$ cat src/bilateral_depth_filter_assert.svh
// Assertion macros used by the bilateral depth filter top level.
`ifndef BILATERAL_DEPTH_FILTER_ASSERT_SVH
`define BILATERAL_DEPTH_FILTER_ASSERT_SVH

// The consequent must hold in the same cycle as the antecedent.
`define BDF_ASSERT_IMPL(lbl, ante, cons) \
    lbl: assert property (@(posedge clk) disable iff (!rst_n) (ante) |-> (cons)) \
        else $error("bilateral depth filter assertion failed");

// The consequent must hold in the cycle after the antecedent.
`define BDF_ASSERT_NEXT(lbl, ante, cons) \
    lbl: assert property (@(posedge clk) disable iff (!rst_n) (ante) |=> (cons)) \
        else $error("bilateral depth filter assertion failed");

`endif

$ cat src/bdf_divider.sv
// Restoring divider that produces one quotient bit per cycle.
module bdf_divider #(
    parameter int NW = 50,
    parameter int EW = 25,
    parameter int QW = 24
) (
    input  logic          clk,
    input  logic          rst_n,
    input  logic          start,
    input  logic [NW-1:0] numer,
    input  logic [EW-1:0] denom,
    output logic          done,
    output logic [QW-1:0] quotient
);

    localparam int RMW = (NW > EW + QW) ? NW : EW + QW;
    localparam int CTW = (QW > 1) ? $clog2(QW) : 1;

    logic [RMW-1:0] rem_reg;
    logic [RMW-1:0] dsh_reg;
    logic [QW-1:0]  q_reg;
    logic [CTW-1:0] cnt_reg;
    logic           busy_reg;
    logic           done_reg;
    logic           fits;

    assign fits     = rem_reg >= dsh_reg;
    assign done     = done_reg;
    assign quotient = q_reg;

    always_ff @(posedge clk or negedge rst_n)
    begin
        if (!rst_n)
        begin
            busy_reg <= 1'b0;
            done_reg <= 1'b0;
            cnt_reg  <= '0;
        end
        else
        begin
            done_reg <= 1'b0;
            if (start)
            begin
                busy_reg <= 1'b1;
                cnt_reg  <= CTW'(QW - 1);
            end
            else if (busy_reg)
            begin
                if (cnt_reg == '0)
                begin
                    busy_reg <= 1'b0;
                    done_reg <= 1'b1;
                end
                else
                begin
                    cnt_reg <= cnt_reg - 1'b1;
                end
            end
        end
    end

    // The quotient is known to fit in QW bits, so the divisor starts at its top weight.
    always_ff @(posedge clk)
    begin
        if (start)
        begin
            rem_reg <= RMW'(numer);
            dsh_reg <= RMW'(denom) << (QW - 1);
            q_reg   <= '0;
        end
        else if (busy_reg)
        begin
            if (fits)
                rem_reg <= rem_reg - dsh_reg;
            dsh_reg <= dsh_reg >> 1;
            q_reg   <= {q_reg[QW-2:0], fits};
        end
    end

endmodule

$ cat config.mk
export PLATFORM = sky130hd
export DESIGN_NAME = bdf_divider
export DESIGN_NICKNAME = d
export VERILOG_FILES = /design/src/bilateral_depth_filter_assert.svh /design/src/bdf_divider.sv
export SDC_FILE = /design/constraint.sdc
export NUM_CORES = 1
export LEC_CHECK = 0
export BUFFER_PORTS_ARGS = -buffer_cell sky130_fd_sc_hd__buf_2
export CAP_MARGIN = 15
export CORE_MARGIN = 2
export CORE_UTILIZATION = 35
export CTS_BUF_LIST = sky130_fd_sc_hd__clkbuf_4
export DETAILED_ROUTE_END_ITERATION = 10
export GPL_ROUTABILITY_DRIVEN = 1
export PLACE_DENSITY = 0.61
export SETUP_SLACK_MARGIN = 0.2
export SLEW_MARGIN = 40
export SYNTH_ARGS = -nofsm -noshare
export SYNTH_HDL_FRONTEND = slang
export SYNTH_SLANG_ARGS = --single-unit
$ cat constraint.sdc
create_clock -name clk -period 12.67 [get_ports clk]
set_input_delay 0.6335 -clock clk [delete_from_list [all_inputs] [get_ports clk]]
set_output_delay 0.6335 -clock clk [all_outputs]
set_load 0.005 [all_outputs]
==> results of run 1 <==
## power breakdown
| part | internal (mW) | leakage (nW) | total (mW) | switching, mW |
|---|---|---|---|---|
| registers | 0.575 | 1.27 | 0.610 | 0.0350 |
| logic | 0.460 | 2.75 | 1.11 | 0.654 |
| clock network | 0.122 | 0.158 | 0.292 | 0.171 |
| total | 1.16 | 4.17 | 2.02 | 0.860 |
## cell usage after synthesis (3+ instances only)
master    number
or3_1          3
clkbuf_1      37
nor3_1        12
nand4_1       16
a31oi_1        3
o21ai_0       50
buf_2          9
o31ai_1       26
xnor2_1       27
nor2b_1        5
nor4_1         6
nor2_1        73
buf_1          7
o211ai_1       3
inv_1         65
and3_1         5
xor2_1        21
o22ai_1        4
and4_1         3
nand3_1        8
a21oi_1       46
o21ai_1       19
o21bai_1      15
a21oi_2        3
a21o_1        33
a21boi_0       4
o211ai_2       4
mux2i_1       46
nand2_1      104
and2_1         3
a211oi_1       9
edfxtp_1      75
ha_1          50
nand2b_1       7
dfxtp_1       47
dfrtp_1        7
## through the flow
stage	worst slack (ns)	instance area [um2]	power [mW]
after detailed placement	8.86	8980	1.72
after global routing	8.60	9290	2.18
final	8.82	9290	2.02
after CTS	8.81	9280	2.02
after floorplan	7.57	8250	1.50
after global placement	8.96	8980	1.72
## layer usage
layer,vias up,global-route usage
met2,141,0.251
met4,2,0.0442
met5,-,0
li1,3365,-
met1,3080,0.223
met3,18,0.0394
## critical path: stages, from the launching register on
cell	delay [ns]
edfxtp_1	0.34
inv_1	0.04
ha_1	0.21
fa_1	0.42
nor2b_1	0.16
o2111ai_1	0.17
a21oi_2	0.34
o21ai_4	0.13
o31ai_4	0.43
a21boi_2	0.12
nand2_1	0.15
a31oi_2	0.14
o21bai_4	0.22
buf_4	0.60
## area by class of cell
class	instances	area, um2
Tap cell	319	399
Inverter	66	249
Fill cell	2343	14000
Clock inverter	14	154
Sequential cell	129	3370
Clock buffer	18	135
Timing Repair Buffer	106	557
Antenna cell	2	5.00
Multi-Input combinational cell	651	4420
## cell families (layout without fill, tap and decap cells)
group,after synthesis,after routing
other,0,2
AND/OR/NAND/NOR,257,257
XOR/XNOR,48,48
flip-flops,129,129
multiplexers,48,48
buffers and inverters,120,204
adder cells (fa/ha/maj),51,51
AO/OA/AOI/OAI,247,247
## path summary, 6_finish.rpt
kind,slack (ns),to,startpoint
worst max-delay path,8.82,rem_reg[15],rem_reg[0]
worst min register to register,0.51,quotient[23],quotient[23]
worst min-delay path,0.34,dsh_reg[41],denom[18]
max in group asynchronous,12.08,busy_reg,rst_n
worst max register to register,8.82,rem_reg[15],rem_reg[0]
min in group asynchronous,0.42,cnt_reg[2],rst_n
## timing repair
| item | CTS | global route |
|---|---|---|
| gates resized for setup | 0 | 0 |
| setup buffers | 0 | 0 |
| hold buffers | 1 | 0 |
| endpoints found under the hold margin | 7 | 0 |
==> impl_summary.md, run 1 <==
Status
The flow ran to the end, and the final reports show no timing, DRC or antenna violations.

CTS
CTS built an H-tree with a depth of 4. The source-to-sink clock delay at the later pin of the worst-skew pair is 0.56 ns. The CTS tree is yes. The CTS buffer count is 17. After clock tree synthesis, the clock-pin slew on the worst setup and hold paths is 0.13 ns. The root buffer cell is clkbuf_4.

Clock tree synthesis found a total of 129 sinks. The maximum number of buffers from clock root to sink is 2.

Yosys
The count of cell types in the netlist is 70. The xor-xnor portion of the synthesized cell area is 0.0510. The prevailing post-synth register cell is edfxtp_1. For this run, asynchronously set or reset flops after synthesis account for 0.0543.

The main combinational cell family by area after synthesis is compound AO/OA/AOI/OAI gates. The number of register bits inferred by synthesis is 129. Of the post-synthesis cell area, the dominant cell type holds 0.273.

The synthesized instance count is 900. Ranked by total cell area, the synthesized netlist is headed by edfxtp_1, dfxtp_1, ha_1, mux2i_1, nand2_1. The simple-gate portion of the synthesized area is 0.142. The share of the Yosys chip area taken by registers is 0.408. Of the total synthesized cell area, the portion taken by full adders, half adders and majority gates is 0.0783. The area of the mapped netlist is 0.00825 mm2. The library cell occupying the most area in the post-synthesis netlist is edfxtp_1. The complex-gate fraction of the synthesized area was 0.205. The average cell area after synthesis is 9.17 um2. The number of nets handed over by synthesis was 1029.

Yosys mapped a number of flops with a built-in enable equal to 75. The share of synthesized area spent on multiplexers is 0.0585. During synthesis, Yosys emitted a total of 0 warnings.

Worst setup path
STA puts the critical path data required time at 12.86 ns. The critical path is of the register to register type. The endpoint arrival time on the critical path is 4.04 ns. The type of element capturing the critical path is a register. The largest fanout on the critical path is 46. STA classifies the critical path startpoint as a register. The number of cells on the worst reg-to-reg path is 13.

Final layout
The register with the most flip-flops in the layout has 50 of them. Once layout is complete, the utilization of the core stands at 0.398. In the layout the commonest cells are nand2_1, buf_2, edfxtp_1. The number of nets in the layout is 1100. The area growth from synthesis to final layout is 12.6%. The final standard cell count with taps included and fillers excluded is 1305.

The fraction of layout cells with a size suffix above 1 is 0.170. The library cell used most frequently in the layout, excluding fill and tap cells, is nand2_1.

Power and ir drop
The leakage power is 4.17 nW. The power per cell area is 217 mW/mm2. The maximum vdd ir drop is 0.0668 mV.

Global route
The global-route wire length before repair is 31600 um. The number of global-route vias before repair is 6308. Entering global routing, the biggest net connects 133 pins.

The global router's overall resource usage is 0.161. The overflow left after global routing is 0. The number of antenna violations at the first check in global routing is 3.

Placement
The wire-length estimate of the detail-placed layout is 14200 um. In this run the tool buffered the top-level ports with 102 buffer cells. The post-placement cell count is 1270. At the end of routability-driven placement, the weighted congestion stood at 0.824.

Timing
At the pin with the least slew margin, the transition time is 0.757 ns. In this run the tightest slew margin relative to its limit is 0.491. The minimum hold slack is 0.336 ns. The number of setup violations in the final report is 0. Setup repair after global routing left no endpoint under its margin. Of the available clock period, the critical path in the final layout requires 0.304. The final-report hold violation count is 0.

Clock skew on the completed layout was measured at 0.0245 ns. The minimum clock period after layout is 3.85 ns. After routing, the total negative slack on setup checks comes to 0 ns. The final-report max-slew violation count came to 0. Based on the critical path, the design can be clocked at up to 260 MHz.

Routing
In the detailed route, the total length drawn on met3 is 1190 um. Dividing the detail-routed wire length by the instance count gives 15.0 um. The first-pass detailed-route iteration total is 5.

The total vias in the final route is 6606. The number of violations reported at the end of detailed-routing iteration 0 is 349. Wires add up to 19600 um. The highest routed metal layer is met5.

The detailed-route DRC error count is 0. The detail-routed via count per cell is 5.06. Once detail routing completed, the nets flagged for antenna violations numbered 0. The detailed router put a total of 9490 um of wire on met1. Wire segments on met2 add up to 8680 um in the final route.

Die
The overall die area is 0.0248 mm2. The die extent in x is 158 um. The number of primary I/O pins is 103. The row count is 56. The region available for standard cell placement spans 0.0233 mm2. The initial utilization of the core area, before any placement, comes to 0.354. The die outline height is 158 um.

Min path
The worst hold path was traced through 3 stages. The path category of the worst min-delay check is input pin to register.

Flow run
The number of max-cap violations is 0.
Power figures use the tool's default switching activity.
==> inputs of run 2 (changes only) <==
Settings changed: PLACE_DENSITY 0.61 to 0.63.
Clock period 12.67 ns to 3.3 ns, I/O delays scaled along.
==> impl_summary.md, run 2 (same netlist as run 1, synthesis figures left out) <==
Timing
The final-report max-slew violation count is 0. The tightest hold path in the finished design has a slack of 0.0455 ns. The worst slew slack as a fraction of its limit is 0.538. After routing, the total negative slack on setup checks comes to 0 ns. At the pin with the least slew margin, the transition time is 0.693 ns.

The final-report hold violation count is 0. The worst clock skew on the final layout is 0.0318 ns. The final worst slack is 0.278 ns. Dividing the final minimum period by the clock period gives 0.916. The number of setup violations in the final report is 0. Static timing analysis puts the maximum clock frequency at 331 MHz. The clock period could shrink to 3.02 ns.

Setup repair after global routing left no endpoint under its margin.

Power and ir drop
The leakage power is 4.59 nW. For this design the ratio of total power to cell area is 800 mW/mm2. The worst-case IR drop observed on VDD is 0.264 mV.

Routing
The first-pass detailed-route iteration total is 5. The detail-routed via count per cell is 4.96. In this run, the number of DRC markers left after iteration 0 of detailed routing was 457.

Wires add up to 21100 um. The routed wirelength normalized by instance count is 15.1 um. The total vias in the final route is 6910.

In the routed design, unresolved DRC markers number 0. The detail route stage leaves a number of antenna-violating nets equal to 0.

Final layout
The register with the most flip-flops in the layout has 50 of them. The most frequent standard cell in the layout excluding fill and tap cells is nand2_1. The area growth from synthesis to final layout is 24.7%. Of the cells placed in the final design, the portion with a size suffix greater than 1 is 0.178. Excluding fillers, the count of instances in the completed layout stands at 1394.

The final core utilization is 0.441. The final layout contains 1190 nets. Leaving out fill and tap cells, the most frequent cells in the layout are nand2_1, buf_2, edfxtp_1, dlygate4sd3_1, nor2_1.

Worst setup path
In this run the critical register-to-register path is launched from rem_reg[7]. The worst register-to-register path ends at rem_reg[6]. Data on the critical path arrives at its endpoint at 3.36 ns. The worst register-to-register path has a setup slack of 0.28 ns. Along the worst path, the maximum fanout reaches 8. The worst setup path is captured at a register. The number of cells on the worst reg-to-reg path is 12.

The endpoint required time on the critical path is 3.64 ns. The category of the most critical setup path is register to register. The worst setup path is launched from a register.

CTS
After clock tree synthesis, the clock-pin slew on the worst setup and hold paths is 0.13 ns. The CTS buffer count is 17. The source-to-sink clock delay at the later pin of the worst-skew pair is 0.58 ns.

The clock passes through at most 2 buffers. The CTS tree is yes. The total number of clock tree sinks is 129. The H-tree was split into 4 levels. The tree is rooted in a clkbuf_4.

Die
The region available for standard cell placement spans 0.0233 mm2. The die extent in x is 158 um. The overall die area is 0.0248 mm2. The die is 158 um tall. 103 I/O pins were placed. Row generation in the floorplan step produced 56 rows.

The initial utilization of the core area, before any placement, comes to 0.354.

Placement
The post-placement worst setup slack is 0.165 ns. The wire-length estimate of the detail-placed layout is 14500 um. Once placement completed, the tool counted placed cells totaling 1275. Buffers placed on the I/O ports in this run total 102. The final weighted congestion of routability-driven global placement is 0.854.

Global route
The global router's overall resource usage is 0.166. The number of antenna violations at the first check in global routing is 1. Summed over all layers, the global routing overflow is 0. The first global-routing pass estimated 32500 um of wire. Entering global routing, the biggest net connects 91 pins. The number of global-route vias before repair is 6518.

Min path
The worst hold path passes through 3 cells. The hold path startpoint is numer[49]. The min-delay analysis places its worst path in the category input pin to register. The path with the worst hold slack has its endpoint at rem_reg[49].

Flow run
Across the run, the number of max-cap violations was 0.

Status
The run finished with clean final reports.
## run 2: worst max-delay path by stage
stage,from,to,slack (ns)
after floorplan,rem_reg[0],rem_reg[0],-0.05
after global placement,rem_reg[0],rem_reg[35],0.25
after detailed placement,rem_reg[0],rem_reg[43],0.16
after CTS,rem_reg[7],rem_reg[46],0.23
after global routing,rem_reg[7],rem_reg[29],0.19
final,rem_reg[7],rem_reg[6],0.28
## run 2: critical path: stages, from the launching register on
cell,delay [ns]
edfxtp_1,0.45
ha_4,0.29
a21o_1,0.18
a21o_1,0.20
a2111o_1,0.46
o21ai_4,0.22
o31ai_4,0.09
a21boi_2,0.17
nand2_2,0.11
a31oi_4,0.19
o21bai_4,0.10
buf_4,0.17
buf_6,0.15
## run 2: layout make-up
cell class                 count  area (um2)
sequential                   129        3370
multi-input combinational    651        4490
clock buffer                  17         128
tap                          319         399
timing repair buffer         196        1450
fill                        2312       13000
clock inverter                15         201
antenna                        1        2.50
inverter                      66         248
## run 2: what timing repair did
| item | CTS | global route |
|---|---|---|
| endpoints found under the setup margin | 47 | 53 |
| hold endpoints to repair | 80 | 0 |
| gates resized for setup | 0 | 11 |
| hold buffers | 75 | 0 |
| cloned | 0 | 3 |
| pin swaps | 1 | 5 |
| buffers inserted | 1 | 7 |
## run 2: power by group
part	switching [mW]	leakage, nW	internal [mW]
logic	2.62	3.15	1.97
clock network	0.675	0.181	0.612
registers	0.145	1.27	2.20
total	3.44	4.59	4.79
## run 2: through the flow
stage | cell area (um2) | total power [mW]
final | 10300 | 8.23
after global routing | 10300 | 8.84
after CTS | 10100 | 8.06
after detailed placement | 9050 | 6.66
after global placement | 9050 | 6.62
after floorplan | 8290 | 5.77
## run 2: layer usage
layer  vias up  wire (um)  share of wire  global-route usage
met5         -          0              0                   0
met4         0        299          0.014              0.0528
met3        20        920          0.044              0.0328
met2       129       9790           0.46               0.266
met1      3220      10100           0.48               0.224
li1       3541          -              -                   -
==> inputs of run 3 (changes only) <==
Settings changed: CORE_ASPECT_RATIO set to 0.5, CORE_UTILIZATION 35 to 55, PLACE_DENSITY 0.63 to 0.87.
==> impl_summary.md, run 3 (same netlist as run 1, synthesis figures left out) <==
CTS
After clock tree synthesis, the clock-pin slew on the worst setup and hold paths is 0.15 ns. Clock latency on the worst-skew pair, taken at its later pin, is 0.58 ns. The longest clock path from root to sink contains 2 buffers. The root buffer cell chosen for the clock tree is clkbuf_4. In this run the number of H-tree levels came out at 4.

For this design, the sink count on the clock tree is 129. The CTS buffer count is 17. The CTS tree is yes.

Global route
The global-route wire length before repair is 33500 um. The global router's overall resource usage is 0.260. The number of global-route vias before repair is 7102. The number of antenna violations at the first check in global routing is 1. The pin count of the biggest net entering global routing is 105.

The total overflow left after global routing is 0.

Timing
The minimum clock period after layout is 3.10 ns. Setup repair after global routing left no endpoint under its margin. The final-report hold violation count is 0. The worst clock skew on the final layout is 0.0352 ns.

The worst slew slack as a fraction of its limit is 0.546. The number of setup violations in the final report is 0. Once routing completed, OpenROAD measured the worst setup slack at 0.197 ns. The final-report max-slew violation count is 0. The slew at the pin with the worst max-slew slack is 0.681 ns. Of the available clock period, the critical path in the final layout requires 0.940. The timing-limited maximum frequency is 322 MHz.

Worst setup path
Along the worst path, the maximum fanout reaches 9. The launching point of the worst reg2reg path is dsh_reg[7]. The internal reg-to-reg setup slack is 0.20 ns. The endpoint required time on the critical path is 3.62 ns. STA puts the critical path data arrival time at 3.43 ns. The worst register-to-register path ends at rem_reg[26]. For the worst flop-to-flop path, the logic depth is 13. The type of element capturing the critical path is a register.

The category of the worst setup path launch point is a register. The category of the most critical setup path is register to register.

Die
The die covers 0.0161 mm2. Measured along the x axis, the die boundary spans 177 um. The die is 90.6 um tall.

Pin placement for this block handled 103 I/O pins. The row count is 31. The starting density of the core is 0.567. The region available for standard cell placement spans 0.0145 mm2.

Power and ir drop
The combinational power share is 0.570. The internal power of the cells totals 4.84 mW. IR analysis of the VDD net gives a maximum drop of 0.362 mV. The power per cell area is 828 mW/mm2. For this design the total switching power over the nets is 3.62 mW. The share of total power dissipated in the clock network is 0.149. The share of total power dissipated in sequential elements is 0.280. Of the total power, the share spent switching nets is 0.428. The design draws 8.45 mW. In this run the static leakage power is 4.61 nW.

Routing
The number of violations reported at the end of detailed-routing iteration 0 is 717. Before antenna repair, the detailed router went through 6 iterations. The detailed-route DRC error count is 0. Dividing the detail-routed via count by the number of cells gives 5.88.

The total vias in the final route is 7497. In the final routed layout, each cell accounts on average for 17.2 um. Wires add up to 21900 um. The detail route stage leaves a number of antenna-violating nets equal to 0.

Final layout
The register with the most flip-flops in the layout has 50 of them. The area growth from synthesis to layout is 23.7%. The final core utilization is 0.702.

Of the cells placed in the final design, the portion with a size suffix greater than 1 is 0.186. The finished cells cover 0.0102 mm2. The most frequent standard cell in the layout excluding fill and tap cells is nand2_1. The library cells used most frequently in the layout, excluding fill and tap cells, are nand2_1, buf_2, edfxtp_1, dlygate4sd3_1, nor2_1. The final standard cell count with taps included and fillers excluded is 1274. The number of nets in the layout is 1191.

Placement
The placed instances occupy a cell area of 0.00890 mm2. The post-placement cell count is 1154. At the end of routability-driven placement, the weighted congestion stood at 0.919. Before CTS, the worst setup slack after placement is 0.299 ns. Input and output buffers added on the ports amount to 102. The sum of net half-perimeters after detailed placement is 13900 um.

Min path
For hold timing, the worst endpoint is rem_reg[33]. The startpoint identified for the worst hold timing path is numer[33]. The min-delay analysis places its worst path in the category input pin to register. The number of cells on the worst hold path is 3.

Status
The run finished with clean final reports.

Flow run
The number of max-cap violations is 0.
-- run 3: worst max-delay path by stage --
stage / endpoint / slack [ns] / startpoint
3_5_place_dp: rem_reg[40] / 0.30 / dsh_reg[7]
2_1_floorplan: rem_reg[0] / -0.05 / rem_reg[0]
4_1_cts: rem_reg[35] / 0.24 / dsh_reg[7]
3_3_place_gp: rem_reg[37] / 0.37 / rem_reg[7]
5_1_grt: rem_reg[32] / 0.14 / dsh_reg[7]
6_report: rem_reg[26] / 0.20 / dsh_reg[7]
-- run 3: cell type report --
type	instances	area, um2
clock inverter	14	186
tap	198	248
clock buffer	18	135
sequential	129	3370
antenna	1	2.50
timing repair buffer	197	1490
multi-input combinational	651	4530
fill	1024	4340
inverter	66	248
-- run 3: per-layer routing --
metal / share of wire / global-route usage / vias to the layer above
met1: 0.41 / 0.326 / 3510
met5: 0 / 0 / -
met4: 0.029 / 0.0985 / 0
li1: - / - / 3550
met3: 0.077 / 0.0715 / 75
met2: 0.48 / 0.429 / 362
-- run 3: stage by stage --
step / hold slack [ns] / TNS [ns]
global route: 0.0191 / 0
detailed placement: 0.00140 / 0
global placement: -0.000350 / 0
finish: 0.0195 / 0
floorplan: -0.131 / -2.51
CTS: 0.00691 / 0
-- run 3: repair_timing --
action / 4_1_cts / 5_1_grt
resized for setup: 0 / 21
buffers inserted: 0 / 9
endpoints found under the setup margin: 0 / 64
hold buffers: 75 / 0
endpoints found under the hold margin: 80 / 0
-- run 3: power by group through the flow --
| stage | Sequential [mW] | Combinational (mW) | Clock [mW] |
|---|---|---|---|
| after floorplan | 2.34 | 3.43 | 0 |
| after global placement | 2.37 | 4.15 | 0 |
| after detailed placement | 2.39 | 4.26 | 0 |
| after CTS | 2.36 | 4.37 | 1.26 |
| after global routing | 2.40 | 5.21 | 1.33 |
| final | 2.37 | 4.82 | 1.26 |
-- run 3: worst max-delay path: stages, from the launching register on --
cell and delay, ns:
dfxtp_2 0.37, inv_1 0.07, ha_4 0.27, a21o_1 0.18, a21o_1 0.20, a2111o_1 0.47
o21ai_4 0.25, o31ai_4 0.11, a21boi_2 0.18, nand2_2 0.10, a31oi_4 0.20, o21bai_4 0.12
buf_12 0.15, clkbuf_16 0.16
